**src/sv/srrx_pkg.sv**
```systemverilog
// Package: constants, types and control structs of the selective-repeat receiver.
package srrx_pkg;

  localparam int unsigned SEQ_SPACE    = 8;
  localparam int unsigned SEQ_W        = $clog2(SEQ_SPACE);
  localparam int unsigned SEQ_FIELD_W  = 3;
  localparam int unsigned PAYLOAD_BITS = 64;
  localparam int unsigned DATA_W       = 64;
  localparam int unsigned WIN_W        = 3;
  localparam logic [WIN_W-1:0] WIN_RESET = WIN_W'(4);
  localparam int unsigned MAX_DELIVER  = (SEQ_SPACE - 1 < 7) ? SEQ_SPACE - 1 : 7;
  localparam int unsigned CNT_W        = $clog2(MAX_DELIVER);

  typedef logic [SEQ_W-1:0] seq_t;

  typedef enum logic {
    KIND_ACK = 1'b0,
    KIND_DLV = 1'b1
  } kind_e;

  typedef struct packed {
    logic in_valid;
    logic checksum_ok;
    logic at_base;
    logic out_free;
    logic run_last;
  } srrx_status_t;

  typedef struct packed {
    logic in_ready;
    logic deliver;
    logic from_hold;
    logic last;
  } srrx_cmd_t;

endpackage

```
**src/sv/srrx_in_if.sv**
```systemverilog
// Interface: packet channel into the receiver.
interface srrx_in_if;
  import srrx_pkg::*;

  logic                   valid;
  logic                   ready;
  logic [SEQ_FIELD_W-1:0] seq_num;
  logic                   checksum_ok;
  logic [DATA_W-1:0]      payload;

  modport source (output valid, seq_num, checksum_ok, payload, input ready);
  modport sink   (input valid, seq_num, checksum_ok, payload, output ready);
endinterface

```
**src/sv/srrx_out_if.sv**
```systemverilog
// Interface: result channel out of the receiver.
interface srrx_out_if;
  import srrx_pkg::*;

  logic                   valid;
  logic                   ready;
  logic                   kind;
  logic [SEQ_FIELD_W-1:0] ack_num;
  logic [DATA_W-1:0]      data;
  logic                   last;

  modport source (output valid, kind, ack_num, data, last, input ready);
  modport sink   (input valid, kind, ack_num, data, last, output ready);
endinterface

```
**src/sv/srrx_ram.sv**
```systemverilog
// Generic single-write, single-read RAM with registered read data.
module srrx_ram #(
  parameter int unsigned WIDTH = 8,
  parameter int unsigned DEPTH = 8
) (
  input  logic                     clk_i,
  input  logic                     we_i,
  input  logic [$clog2(DEPTH)-1:0] waddr_i,
  input  logic [WIDTH-1:0]         wdata_i,
  input  logic                     re_i,
  input  logic [$clog2(DEPTH)-1:0] raddr_i,
  output logic [WIDTH-1:0]         rdata_o
);
  logic [WIDTH-1:0] mem_q [DEPTH];
  logic [WIDTH-1:0] rdata_q;

  always_ff @(posedge clk_i) begin
    if (we_i) begin
      mem_q[waddr_i] <= wdata_i;
    end
    if (re_i) begin
      rdata_q <= mem_q[raddr_i];
    end
  end

  assign rdata_o = rdata_q;
endmodule

```
**src/sv/srrx_dp.sv**
```systemverilog
// Datapath: window register, base pointer, received flags, payload RAM, result register.
module srrx_dp (
  input  logic                             clk_i,
  input  logic                             rst_ni,
  input  logic                             window_size_we_i,
  input  logic [srrx_pkg::WIN_W-1:0]       window_size_i,
  input  logic                             in_valid_i,
  input  logic [srrx_pkg::SEQ_FIELD_W-1:0] seq_num_i,
  input  logic                             checksum_ok_i,
  input  logic [srrx_pkg::DATA_W-1:0]      payload_i,
  input  srrx_pkg::srrx_cmd_t              cmd_i,
  output srrx_pkg::srrx_status_t           status_o,
  input  logic                             out_ready_i,
  output logic                             out_valid_o,
  output srrx_pkg::kind_e                  kind_o,
  output logic [srrx_pkg::SEQ_FIELD_W-1:0] ack_num_o,
  output logic [srrx_pkg::DATA_W-1:0]      data_o,
  output logic                             last_o
);
  import srrx_pkg::*;

  logic [WIN_W-1:0]        win_q;
  logic [WIN_W-1:0]        eff_win;
  seq_t                    base_q;
  seq_t                    base_nx;
  seq_t                    seq_idx;
  seq_t                    seq_off;
  logic [SEQ_SPACE-1:0]    flags_q;
  logic [PAYLOAD_BITS-1:0] hold_q;
  logic [PAYLOAD_BITS-1:0] ram_rdata;
  logic                    accept;
  logic                    good;
  logic                    at_base;
  logic                    in_win;
  logic                    store;
  logic                    ram_re;
  logic                    out_free;

  logic                    out_valid_q;
  kind_e                   kind_q;
  logic [SEQ_FIELD_W-1:0]  ack_num_q;
  logic [DATA_W-1:0]       data_q;
  logic                    last_q;

  // window is capped below the sequence space
  assign eff_win = (int'(win_q) > int'(SEQ_SPACE - 1)) ? WIN_W'(SEQ_SPACE - 1) : win_q;

  assign seq_idx  = seq_num_i[SEQ_W-1:0];
  assign seq_off  = seq_idx - base_q;
  assign base_nx  = base_q + SEQ_W'(1);
  assign accept   = in_valid_i && cmd_i.in_ready;
  assign good     = accept && checksum_ok_i;
  assign at_base  = (seq_idx == base_q);
  assign in_win   = int'(seq_off) < int'(eff_win);
  assign store    = good && (at_base || in_win);
  assign out_free = !out_valid_q || out_ready_i;

  // read one word ahead: at base accept and at each delivery taken from RAM
  assign ram_re = (good && at_base) || (cmd_i.deliver && !cmd_i.from_hold);

  srrx_ram #(
    .WIDTH (PAYLOAD_BITS),
    .DEPTH (SEQ_SPACE)
  ) u_store (
    .clk_i   (clk_i),
    .we_i    (store),
    .waddr_i (seq_idx),
    .wdata_i (payload_i[PAYLOAD_BITS-1:0]),
    .re_i    (ram_re),
    .raddr_i (base_nx),
    .rdata_o (ram_rdata)
  );

  always_ff @(posedge clk_i or negedge rst_ni) begin
    if (!rst_ni) begin
      win_q       <= WIN_RESET;
      base_q      <= '0;
      flags_q     <= '0;
      out_valid_q <= 1'b0;
    end else begin
      if (window_size_we_i) begin
        win_q <= window_size_i;
      end
      if (store) begin
        flags_q[seq_idx] <= 1'b1;
      end
      if (cmd_i.deliver) begin
        flags_q[base_q] <= 1'b0;
        base_q          <= base_nx;
      end
      if (good || cmd_i.deliver) begin
        out_valid_q <= 1'b1;
      end else if (out_ready_i) begin
        out_valid_q <= 1'b0;
      end
    end
  end

  always_ff @(posedge clk_i) begin
    if (good && at_base) begin
      hold_q <= payload_i[PAYLOAD_BITS-1:0];
    end
    if (good) begin
      kind_q    <= KIND_ACK;
      ack_num_q <= seq_num_i;
      data_q    <= '0;
      last_q    <= !at_base;
    end else if (cmd_i.deliver) begin
      kind_q    <= KIND_DLV;
      ack_num_q <= '0;
      data_q    <= cmd_i.from_hold ? DATA_W'(hold_q) : DATA_W'(ram_rdata);
      last_q    <= cmd_i.last;
    end
  end

  assign status_o.in_valid    = in_valid_i;
  assign status_o.checksum_ok = checksum_ok_i;
  assign status_o.at_base     = at_base;
  assign status_o.out_free    = out_free;
  assign status_o.run_last    = !flags_q[base_nx];

  assign out_valid_o = out_valid_q;
  assign kind_o      = kind_q;
  assign ack_num_o   = ack_num_q;
  assign data_o      = data_q;
  assign last_o      = last_q;
endmodule

```
**src/sv/srrx_ctrl.sv**
```systemverilog
// Controller: accepts packets and sequences the in-order delivery run.
module srrx_ctrl (
  input  logic                   clk_i,
  input  logic                   rst_ni,
  input  srrx_pkg::srrx_status_t status_i,
  output srrx_pkg::srrx_cmd_t    cmd_o
);
  import srrx_pkg::*;

  typedef enum logic [1:0] {
    ST_IDLE = 2'b01,
    ST_DLV  = 2'b10
  } state_e;

  state_e           state_q;
  state_e           state_d;
  logic             first_q;
  logic [CNT_W-1:0] cnt_q;
  logic             start_run;

  assign start_run = (state_q == ST_IDLE) && status_i.in_valid && status_i.out_free &&
                     status_i.checksum_ok && status_i.at_base;

  always_comb begin
    cmd_o   = '0;
    state_d = state_q;
    unique case (state_q)
      ST_IDLE: begin
        cmd_o.in_ready = status_i.out_free;
        if (start_run) begin
          state_d = ST_DLV;
        end
      end
      ST_DLV: begin
        cmd_o.deliver   = status_i.out_free;
        cmd_o.from_hold = first_q;
        cmd_o.last      = status_i.run_last || (cnt_q == CNT_W'(MAX_DELIVER - 1));
        if (cmd_o.deliver && cmd_o.last) begin
          state_d = ST_IDLE;
        end
      end
      default: begin
        state_d = ST_IDLE;
      end
    endcase
  end

  always_ff @(posedge clk_i or negedge rst_ni) begin
    if (!rst_ni) begin
      state_q <= ST_IDLE;
      first_q <= 1'b0;
      cnt_q   <= '0;
    end else begin
      state_q <= state_d;
      if (start_run) begin
        first_q <= 1'b1;
        cnt_q   <= '0;
      end else if (cmd_o.deliver) begin
        first_q <= 1'b0;
        cnt_q   <= cnt_q + CNT_W'(1);
      end
    end
  end
endmodule

```
**src/sv/selective_repeat_receiver.sv**
```systemverilog
// Top level of the selective-repeat receiver: controller plus datapath.
//
//  channel   dir  handshake      payload
//  pkt_i     in   valid/ready    seq_num, checksum_ok, payload
//  res_o     out  valid/ready    kind, ack_num, data, last
//  window    in   we only        window_size_i (3 bits)
//
// A packet off the base yields only its acknowledgement; a packet at the base
// yields it and then k deliveries, one word per cycle unless res_o stalls, the
// first from a hold register and the rest from the payload RAM read port.
// Reset: base 0, all received flags clear, window 4; no clearing pass.
// pkt_i.ready is low while a result waits with res_o.ready low and during a
// delivery run; a stalled result holds its fields.
module selective_repeat_receiver (
  input  logic                       clk_i,
  input  logic                       rst_ni,
  input  logic                       window_size_we_i,
  input  logic [srrx_pkg::WIN_W-1:0] window_size_i,
  srrx_in_if.sink                    pkt_i,
  srrx_out_if.source                 res_o
);
  import srrx_pkg::*;

  srrx_cmd_t    cmd;
  srrx_status_t status;
  kind_e        kind;

  srrx_ctrl u_ctrl (
    .clk_i    (clk_i),
    .rst_ni   (rst_ni),
    .status_i (status),
    .cmd_o    (cmd)
  );

  srrx_dp u_dp (
    .clk_i            (clk_i),
    .rst_ni           (rst_ni),
    .window_size_we_i (window_size_we_i),
    .window_size_i    (window_size_i),
    .in_valid_i       (pkt_i.valid),
    .seq_num_i        (pkt_i.seq_num),
    .checksum_ok_i    (pkt_i.checksum_ok),
    .payload_i        (pkt_i.payload),
    .cmd_i            (cmd),
    .status_o         (status),
    .out_ready_i      (res_o.ready),
    .out_valid_o      (res_o.valid),
    .kind_o           (kind),
    .ack_num_o        (res_o.ack_num),
    .data_o           (res_o.data),
    .last_o           (res_o.last)
  );

  assign pkt_i.ready = cmd.in_ready;
  assign res_o.kind  = kind;
endmodule

```
**src/flat_wrapper.sv**
```systemverilog
// flat-port wrapper written by rule: the top's interface ports become plain ports
module selective_repeat_receiver_flat import srrx_pkg::*;
  (clk_i, rst_ni, window_size_we_i, window_size_i, pkt_i_valid, pkt_i_seq_num, pkt_i_checksum_ok, pkt_i_payload, pkt_i_ready, res_o_valid, res_o_kind, res_o_ack_num, res_o_data, res_o_last, res_o_ready);
  srrx_in_if pkt_i_i ();
  srrx_out_if res_o_i ();
  input  logic clk_i;
  input  logic rst_ni;
  input  logic window_size_we_i;
  input  logic [srrx_pkg::WIN_W-1:0] window_size_i;
  input wire logic [$bits(pkt_i_i.valid)-1:0] pkt_i_valid;
  input wire logic [$bits(pkt_i_i.seq_num)-1:0] pkt_i_seq_num;
  input wire logic [$bits(pkt_i_i.checksum_ok)-1:0] pkt_i_checksum_ok;
  input wire logic [$bits(pkt_i_i.payload)-1:0] pkt_i_payload;
  output wire logic [$bits(pkt_i_i.ready)-1:0] pkt_i_ready;
  output wire logic [$bits(res_o_i.valid)-1:0] res_o_valid;
  output wire logic [$bits(res_o_i.kind)-1:0] res_o_kind;
  output wire logic [$bits(res_o_i.ack_num)-1:0] res_o_ack_num;
  output wire logic [$bits(res_o_i.data)-1:0] res_o_data;
  output wire logic [$bits(res_o_i.last)-1:0] res_o_last;
  input wire logic [$bits(res_o_i.ready)-1:0] res_o_ready;
  assign pkt_i_i.valid = pkt_i_valid;
  assign pkt_i_i.seq_num = pkt_i_seq_num;
  assign pkt_i_i.checksum_ok = pkt_i_checksum_ok;
  assign pkt_i_i.payload = pkt_i_payload;
  assign pkt_i_ready = pkt_i_i.ready;
  assign res_o_valid = res_o_i.valid;
  assign res_o_kind = res_o_i.kind;
  assign res_o_ack_num = res_o_i.ack_num;
  assign res_o_data = res_o_i.data;
  assign res_o_last = res_o_i.last;
  assign res_o_i.ready = res_o_ready;
  selective_repeat_receiver u_core (.clk_i(clk_i), .rst_ni(rst_ni), .window_size_we_i(window_size_we_i), .window_size_i(window_size_i), .pkt_i(pkt_i_i), .res_o(res_o_i));
endmodule
```
**config.mk**
```make
export PLATFORM = sky130hd
export DESIGN_NAME = selective_repeat_receiver_flat
export DESIGN_NICKNAME = d
export VERILOG_FILES = /design/src/sv/srrx_pkg.sv /design/src/sv/srrx_in_if.sv /design/src/sv/srrx_out_if.sv /design/src/sv/srrx_ram.sv /design/src/sv/srrx_dp.sv /design/src/sv/srrx_ctrl.sv /design/src/sv/selective_repeat_receiver.sv /design/src/flat_wrapper.sv
export SDC_FILE = /design/constraint.sdc
export NUM_CORES = 1
export LEC_CHECK = 0
export BUFFER_PORTS_ARGS = -buffer_cell sky130_fd_sc_hd__buf_2
export CAP_MARGIN = 20
export CORE_ASPECT_RATIO = 1.4
export CORE_MARGIN = 3
export CORE_UTILIZATION = 31
export CTS_CLUSTER_DIAMETER = 50
export DETAILED_ROUTE_END_ITERATION = 8
export HOLD_SLACK_MARGIN = 0.15
export PLACE_DENSITY_LB_ADDON = 0.25
export SLEW_MARGIN = 30
export SYNTH_ARGS = -nofsm -noshare
export SYNTH_HDL_FRONTEND = slang
export SYNTH_HIERARCHICAL = 1
export SYNTH_SLANG_ARGS = --single-unit
export TNS_END_PERCENT = 30
```
**constraint.sdc**
```tcl
create_clock -name clk_i -period 8.8 [get_ports clk_i]
set_input_delay 1.76 -clock clk_i [delete_from_list [all_inputs] [get_ports clk_i]]
set_output_delay 1.76 -clock clk_i [all_outputs]
set_load 0.02 [all_outputs]
```
[Yosys cells after proc, flatten, opt, wreduce, memory -nomap -nowiden]
Memories as Yosys holds them, arrays and structs flattened. A register that Yosys moved wholly into a read port is not among the register bits.
Cells that the tools add are included.
Word-level totals
  word-level logic and storage cells: 82
  register bits after elaboration: 154
  memories: 1
  input bits: 76
  memory bits (writable): 512
Cells by class
  reduce and logical (&&, ||, !) cells: 25
  muxes and demuxes: 26
  order comparisons: 6
  bitwise operators: 3
  eq/ne operators: 6
  add/subtract/negate cells: 3
Memory list
  u_core.u_dp.u_store.mem_q: words 8, bits a word 64, rd ports 1, clocked after memory_dff 1, write ports 1, RTL line srrx_ram.sv:14  | logic [WIDTH-1:0] mem_q [DEPTH];
Operator list (number)
  two-way mux 64 bit: 1
  two-way mux 8 bit: 2
  two-way mux 3 bit: 5
  logical AND 1 bit: 12
  < comparator 3 x 4 -> 1 bit, second input constant: 3
  two-way mux 1 bit: 12
  bitwise AND 8 bit: 1
  inverter 8 bit: 1
  bitwise OR 8 bit: 1
  adder 3 x 1 -> 3 bit, second input constant: 2
  demux 1 bit (select 3 bit): 2
  greater-or-equal comparator 3 x 1 -> 1 bit, second input constant: 2
  nonzero test 2 bit: 3
  logical OR 1 bit: 5
  logical NOT 1 bit: 4
  two-way mux 2 bit: 2
  != test 2 bit, second input constant: 2
  case mux 2 bit (2 select lines): 1
  binary-select mux 1 bit (select 3 bit): 1
  == test 3 bit: 1
  == test 3 bit, second input constant: 1
  < comparator 3 bit: 1
  subtractor 3 bit: 1
  == test 2 x 1 -> 1 bit, second input constant: 1
  2 further kinds: 2

[Depth between registers and ports, before layout]
  word-level depth: 9
  gate-level depth with buffers: 11

[By module]
The synthesis kept the hierarchy.
Modules (own cells, without submodules)
  srrx_ram: area each 21187.8 µm², cells each 816, sequential area each 17296.6 µm², times used 1
  srrx_dp: area each 5854.4 µm², cells each 464, sequential area each 3719.8 µm², times used 1
  srrx_ctrl: area each 325.3 µm², cells each 31, sequential area each 151.4 µm², times used 1

[Worst setup path before layout]
Ideal clock, no wire load.
  kind: input-to-reg
  start point: input pkt_i_seq_num[0]
  end point: memory u_core/u_dp/u_store/mem_q[0][0] (netlist name), enable pin
  stages on the path: 11
  data required time: 8235 ps
  data arrival time: 7822 ps
  path slack: 412 ps
  cell sequence: inv_1 ha_1 inv_1 fa_1 xor2_1 ha_1 a21oi_1 a21oi_4 nor2_1 nand2b_1 nor3_1
On the way
  cells in the longest elaborated chain, start to end: 6
Ends and longest elaborated chain
  from (decl): RTL line flat_wrapper.sv:11  | input wire logic [$bits(pkt_i_i.seq_num)-1:0] pkt_i_seq_num;
  subtractor 3 bit: RTL line srrx_dp.sv:49  | assign seq_off = seq_idx - base_q;
  < comparator 3 bit: RTL line srrx_dp.sv:54  | assign in_win = int'(seq_off) < int'(eff_win);
  logical OR 1 bit *: RTL line srrx_dp.sv:55  | assign store = good && (at_base || in_win);
  logical AND 1 bit *: RTL line srrx_dp.sv:55
  named net u_core.u_dp.store: RTL line srrx_dp.sv:35  | logic store;
  two-way mux 1 bit *: RTL line srrx_ram.sv:18  | if (we_i) begin
  two-way mux 1 bit (not written as such) *: RTL line srrx_ram.sv:19  | mem_q[waddr_i] <= wdata_i;
  to (decl): RTL line srrx_ram.sv:14
Mark *: on every way through the listed nets, which the timed path passes. The rest lies on a longest branch.

[Worst setup path in the final report]
  start point: input pkt_i_seq_num[0]
  end point: memory u_core/u_dp/u_store/mem_q[3][29] (netlist name), enable pin
Same word-level chain as after synthesis.

==> flow_summary_export.csv <==
group,metric,value,unit
global_routing,grt_max_degree,88,
synthesis,syn_avg_cell_area,20.9,um2
synthesis,synth.distinct_cells,44,
routing,remaining_drc_errors,0,
synthesis,ys_top_cells_by_area,"edfxtp_1, mux4_2, dfxtp_1",
routing,via_count,12700,
synthesis,yosysTopAreaCell,"edfxtp_1",
outcome,status,"completed",
critical_path,cp_max_fo,40,
critical_path,slowest_stage,"nor2_4",
finish,syn_to_final_growth,17.4,%
routing,dr.pass1.iters,4,
floorplan,die_area,0.0919,mm2
finish,final_core_util,36.8,%
timing,finalSetupTns,0,ns
floorplan,die_x,257,um
floorplan,rows,128,
critical_path,cp-end-kind,"flop",
synthesis,synth_top_area_share,70.7,%
cts,cts.sinks,730,
placement,dp_hpwl,34.7,mm
power_and_ir_drop,powerDensity,234,mW/mm2
critical_path,worstReg2RegEnd,"u_core/u_dp/u_store/mem_q[3][29]$_DFFE_PP_",
timing,finalCriticalPeriod,5.24,ns
critical_path,worstPathArrival,5.49,ns
synthesis,syn-cell-area,0.0274,mm2
routing,ant_nets,0,
critical_path,r2r-start,"u_core/u_dp/base_q[0]$_DFFE_PN0P_",
cts,cts_setup_buffers,0,
critical_path,cp_cell_sequence,"buf_2, inv_1, ha_1, inv_1, fa_1, xor2_1, ha_1, a21oi_1, a21oi_4, nor2_1, nand2b_1, nor2_4, buf_4",
timing,slew_headroom,39.3,%
synthesis,synth_edf_count,644,
global_routing,gr-total-overflow,0,
power_and_ir_drop,leakagePower,10.2,nW
synthesis,seq_area_frac_synth,77.3,%
timing,rsz0062_at_grt,"false",
synthesis,yosys_most_used_dff,"edfxtp_1",
finish,nFillCells,7998,
timing,slew_violations,0,
global_routing,grt_pass1_vias,13900,
routing,routed_wl,60.4,mm
global_routing,grt_pass1_wl,90.8,mm
cts,insertion_delay,0.63,ns
routing,drt_iter0_drc,790,
cts,cts_tree,"done",
cts,ctsResizeCount,0,
cts,htreeDepth,3,
min_path,worstHoldEndpoint,"u_core/u_dp/kind_o$_SDFFE_PP0P_",
min_path,min_from,"u_core/u_dp/kind_o$_SDFFE_PP0P_",
critical_path,r2r_cells,11,
critical_path,slowest_delay,0.75,ns
timing,max_freq,191,MHz
synthesis,ys_warn_count,6,
min_path,min_path_type,"reg -> reg",
routing,route.detailed.wl_per_inst,22.2,um
routing,via_per_inst,4.68,
cts,cts_buffers,79,
critical_path,reg2reg_slack,4.17,ns
synthesis,async_flop_share,2.88,%
critical_path,start_kind,"primary input",
timing,clock-skew-final,0.0281,ns
global_routing,grt_usage,13.2,%
timing,min_period_over_period,59.6,%
placement,portBuffers,146,
floorplan,pin_count,147,
timing,setup_viol,0,
synthesis,syn_nets,1395,
synthesis,synth_seq_cells,730,
power_and_ir_drop,ir_drop,138,uV
global_routing,antenna_found_initial,9,
critical_path,worstPathRequired,9.04,ns
cts,ctsLongestPathBuffers,3,
timing,finalHoldViolCount,0,
timing,max_slew.worst_pin.slew,0.911,ns
cts,ctsHoldBuffers,0,
finish,final_nets,1570,
min_path,hold_path_depth,2,
cts,path_clk_slew,0.06,ns
finish,drive_gt1_share,32.5,%
floorplan,start_util,31.4,%
floorplan,core_area,0.0873,mm2
run,cap_violations,0,
placement,gp_congestion,0.724,
floorplan,chipHeight,358,um
critical_path,worstSetupPathType,"in -> reg",
cts,cts_root_buf,"clkbuf_16",
synthesis,synth_cells,1311,
==> critical path: cells and delay by family <==
kind	cells	cell delay (ns)
buf+inv	4	1.10
compound gates	2	0.43
fa+ha+maj	3	0.84
xor+xnor	1	0.17
simple gates	3	1.15
==> sequential cells by signal, summed over array words and instances (netlist names), 2 cells and up <==
signal,flops
u_core/u_dp/flags_q,8
u_core/u_dp/ack_num_o,3
u_core/u_dp/base_q,3
u_core/u_dp/hold_q,64
u_core/u_dp/u_store/rdata_o,64
u_core/u_dp/eff_win,3
u_core/u_dp/data_o,64
u_core/u_ctrl/state_q,2
u_core/u_dp/u_store/mem_q,512
u_core/u_ctrl/cnt_q,3
==> per-layer routing <==
metal	track usage, %	up-vias	wire length, um
met3	2.42	106	2440
met1	15.8	6721	24600
li1	-	5669	-
met5	0	-	27
met4	4.29	4	1570
met2	23.9	249	31800
==> how the worst max path moves through the flow <==
stage | from | to | slack [ns] | cells after the start
after floorplan | pkt_i_seq_num[0] | u_core/u_dp/u_store/mem_q[0][0]$_DFFE_PP_ | 0.41 | 11
after global placement | pkt_i_seq_num[0] | u_core/u_dp/u_store/mem_q[7][39]$_DFFE_PP_ | 2.88 | 13
after detailed placement | pkt_i_seq_num[0] | u_core/u_dp/u_store/mem_q[2][39]$_DFFE_PP_ | 2.84 | 13
after CTS | pkt_i_seq_num[0] | u_core/u_dp/u_store/mem_q[2][59]$_DFFE_PP_ | 3.52 | 13
after global routing | pkt_i_seq_num[0] | u_core/u_dp/u_store/mem_q[3][44]$_DFFE_PP_ | 3.29 | 13
final | pkt_i_seq_num[0] | u_core/u_dp/u_store/mem_q[3][29]$_DFFE_PP_ | 3.56 | 13
==> power breakdown <==
part	total (mW)	switching, mW	leakage [nW]	internal [mW]
Clock	3.33	1.38	1.28	1.95
Sequential	3.84	0.0187	6.57	3.83
Combinational	0.330	0.194	2.38	0.136
==> stage by stage <==
stage / cells / total power [mW] / hold WS, ns / worst slack (ns) / cell area (um2)
floorplan: 1311 / 4.12 / 0.443 / 0.412 / 27400
global placement: 2572 / 4.25 / 0.444 / 2.88 / 29400
detailed placement: 2574 / 4.26 / 0.457 / 2.84 / 29500
CTS: 2722 / 7.63 / 0.472 / 3.52 / 32100
global route: 2723 / 7.78 / 0.501 / 3.29 / 32100
finish: 2725 / 7.50 / 0.469 / 3.56 / 32100
==> layout by cell type (no fill, tap or decap), drive strengths merged, types with 2 or more instances in the layout <==
master      n
dfrtp      19
clkinvlp    4
a21oi       3
and2        2
edfxtp    644
bufinv      7
mux4      130
xor2        4
xnor2       3
mux2       65
diode       2
o31ai       3
clkbuf    100
dfstp       2
nor2       82
inv        21
ha          7
o21ai      10
nand3       8
and3        2
nand2      20
nor2b       3
dfxtp      65
clkinv     28
a211oi     64
nand2b      6
mux2i      66
buf       166
nand4       3
a21o        2
nor3        3
==> synthesized netlist by cell type, types with 2 or more instances <==
cell	count
edfxtp_1	644
mux4_2	130
nor2_1	82
mux2i_1	66
dfxtp_1	65
mux2_2	65
a211oi_1	64
clkbuf_1	20
nand2_1	20
dfrtp_1	19
buf_1	13
buf_2	13
buf_4	13
buf_6	13
inv_1	12
o21ai_0	10
nand3_1	8
ha_1	7
nand2b_1	6
xor2_1	4
nand4_1	3
nor2b_1	3
nor3_1	3
o31ai_1	3
a21o_1	2
a21oi_1	2
and2_1	2
dfstp_2	2
xnor2_1	2
==> cell families after synthesis <==
kind of cell	Yosys count	share of synthesized area [%]
flops	730	77.3
mux	261	15.8
simple gates	136	2.19
compound gates	85	2.29
buf+inv	84	1.75
fa+ha+maj	8	0.393
xor+xnor	7	0.251
==> cell type report <==
type | instances | area [um2] | area share, %
multi-input cells | 497 | 5830 | 18.2
clock inverters | 48 | 508 | 1.58
inverters | 12 | 67.6 | 0.210
repair buffers | 166 | 948 | 2.95
clock buffers | 100 | 2130 | 6.62
well taps | 1170 | 1460 | 4.56
diodes | 2 | 5.00 | 0.0156
flip-flops and latches | 730 | 21200 | 65.9
Note: power is estimated with default switching activity, not from simulation.
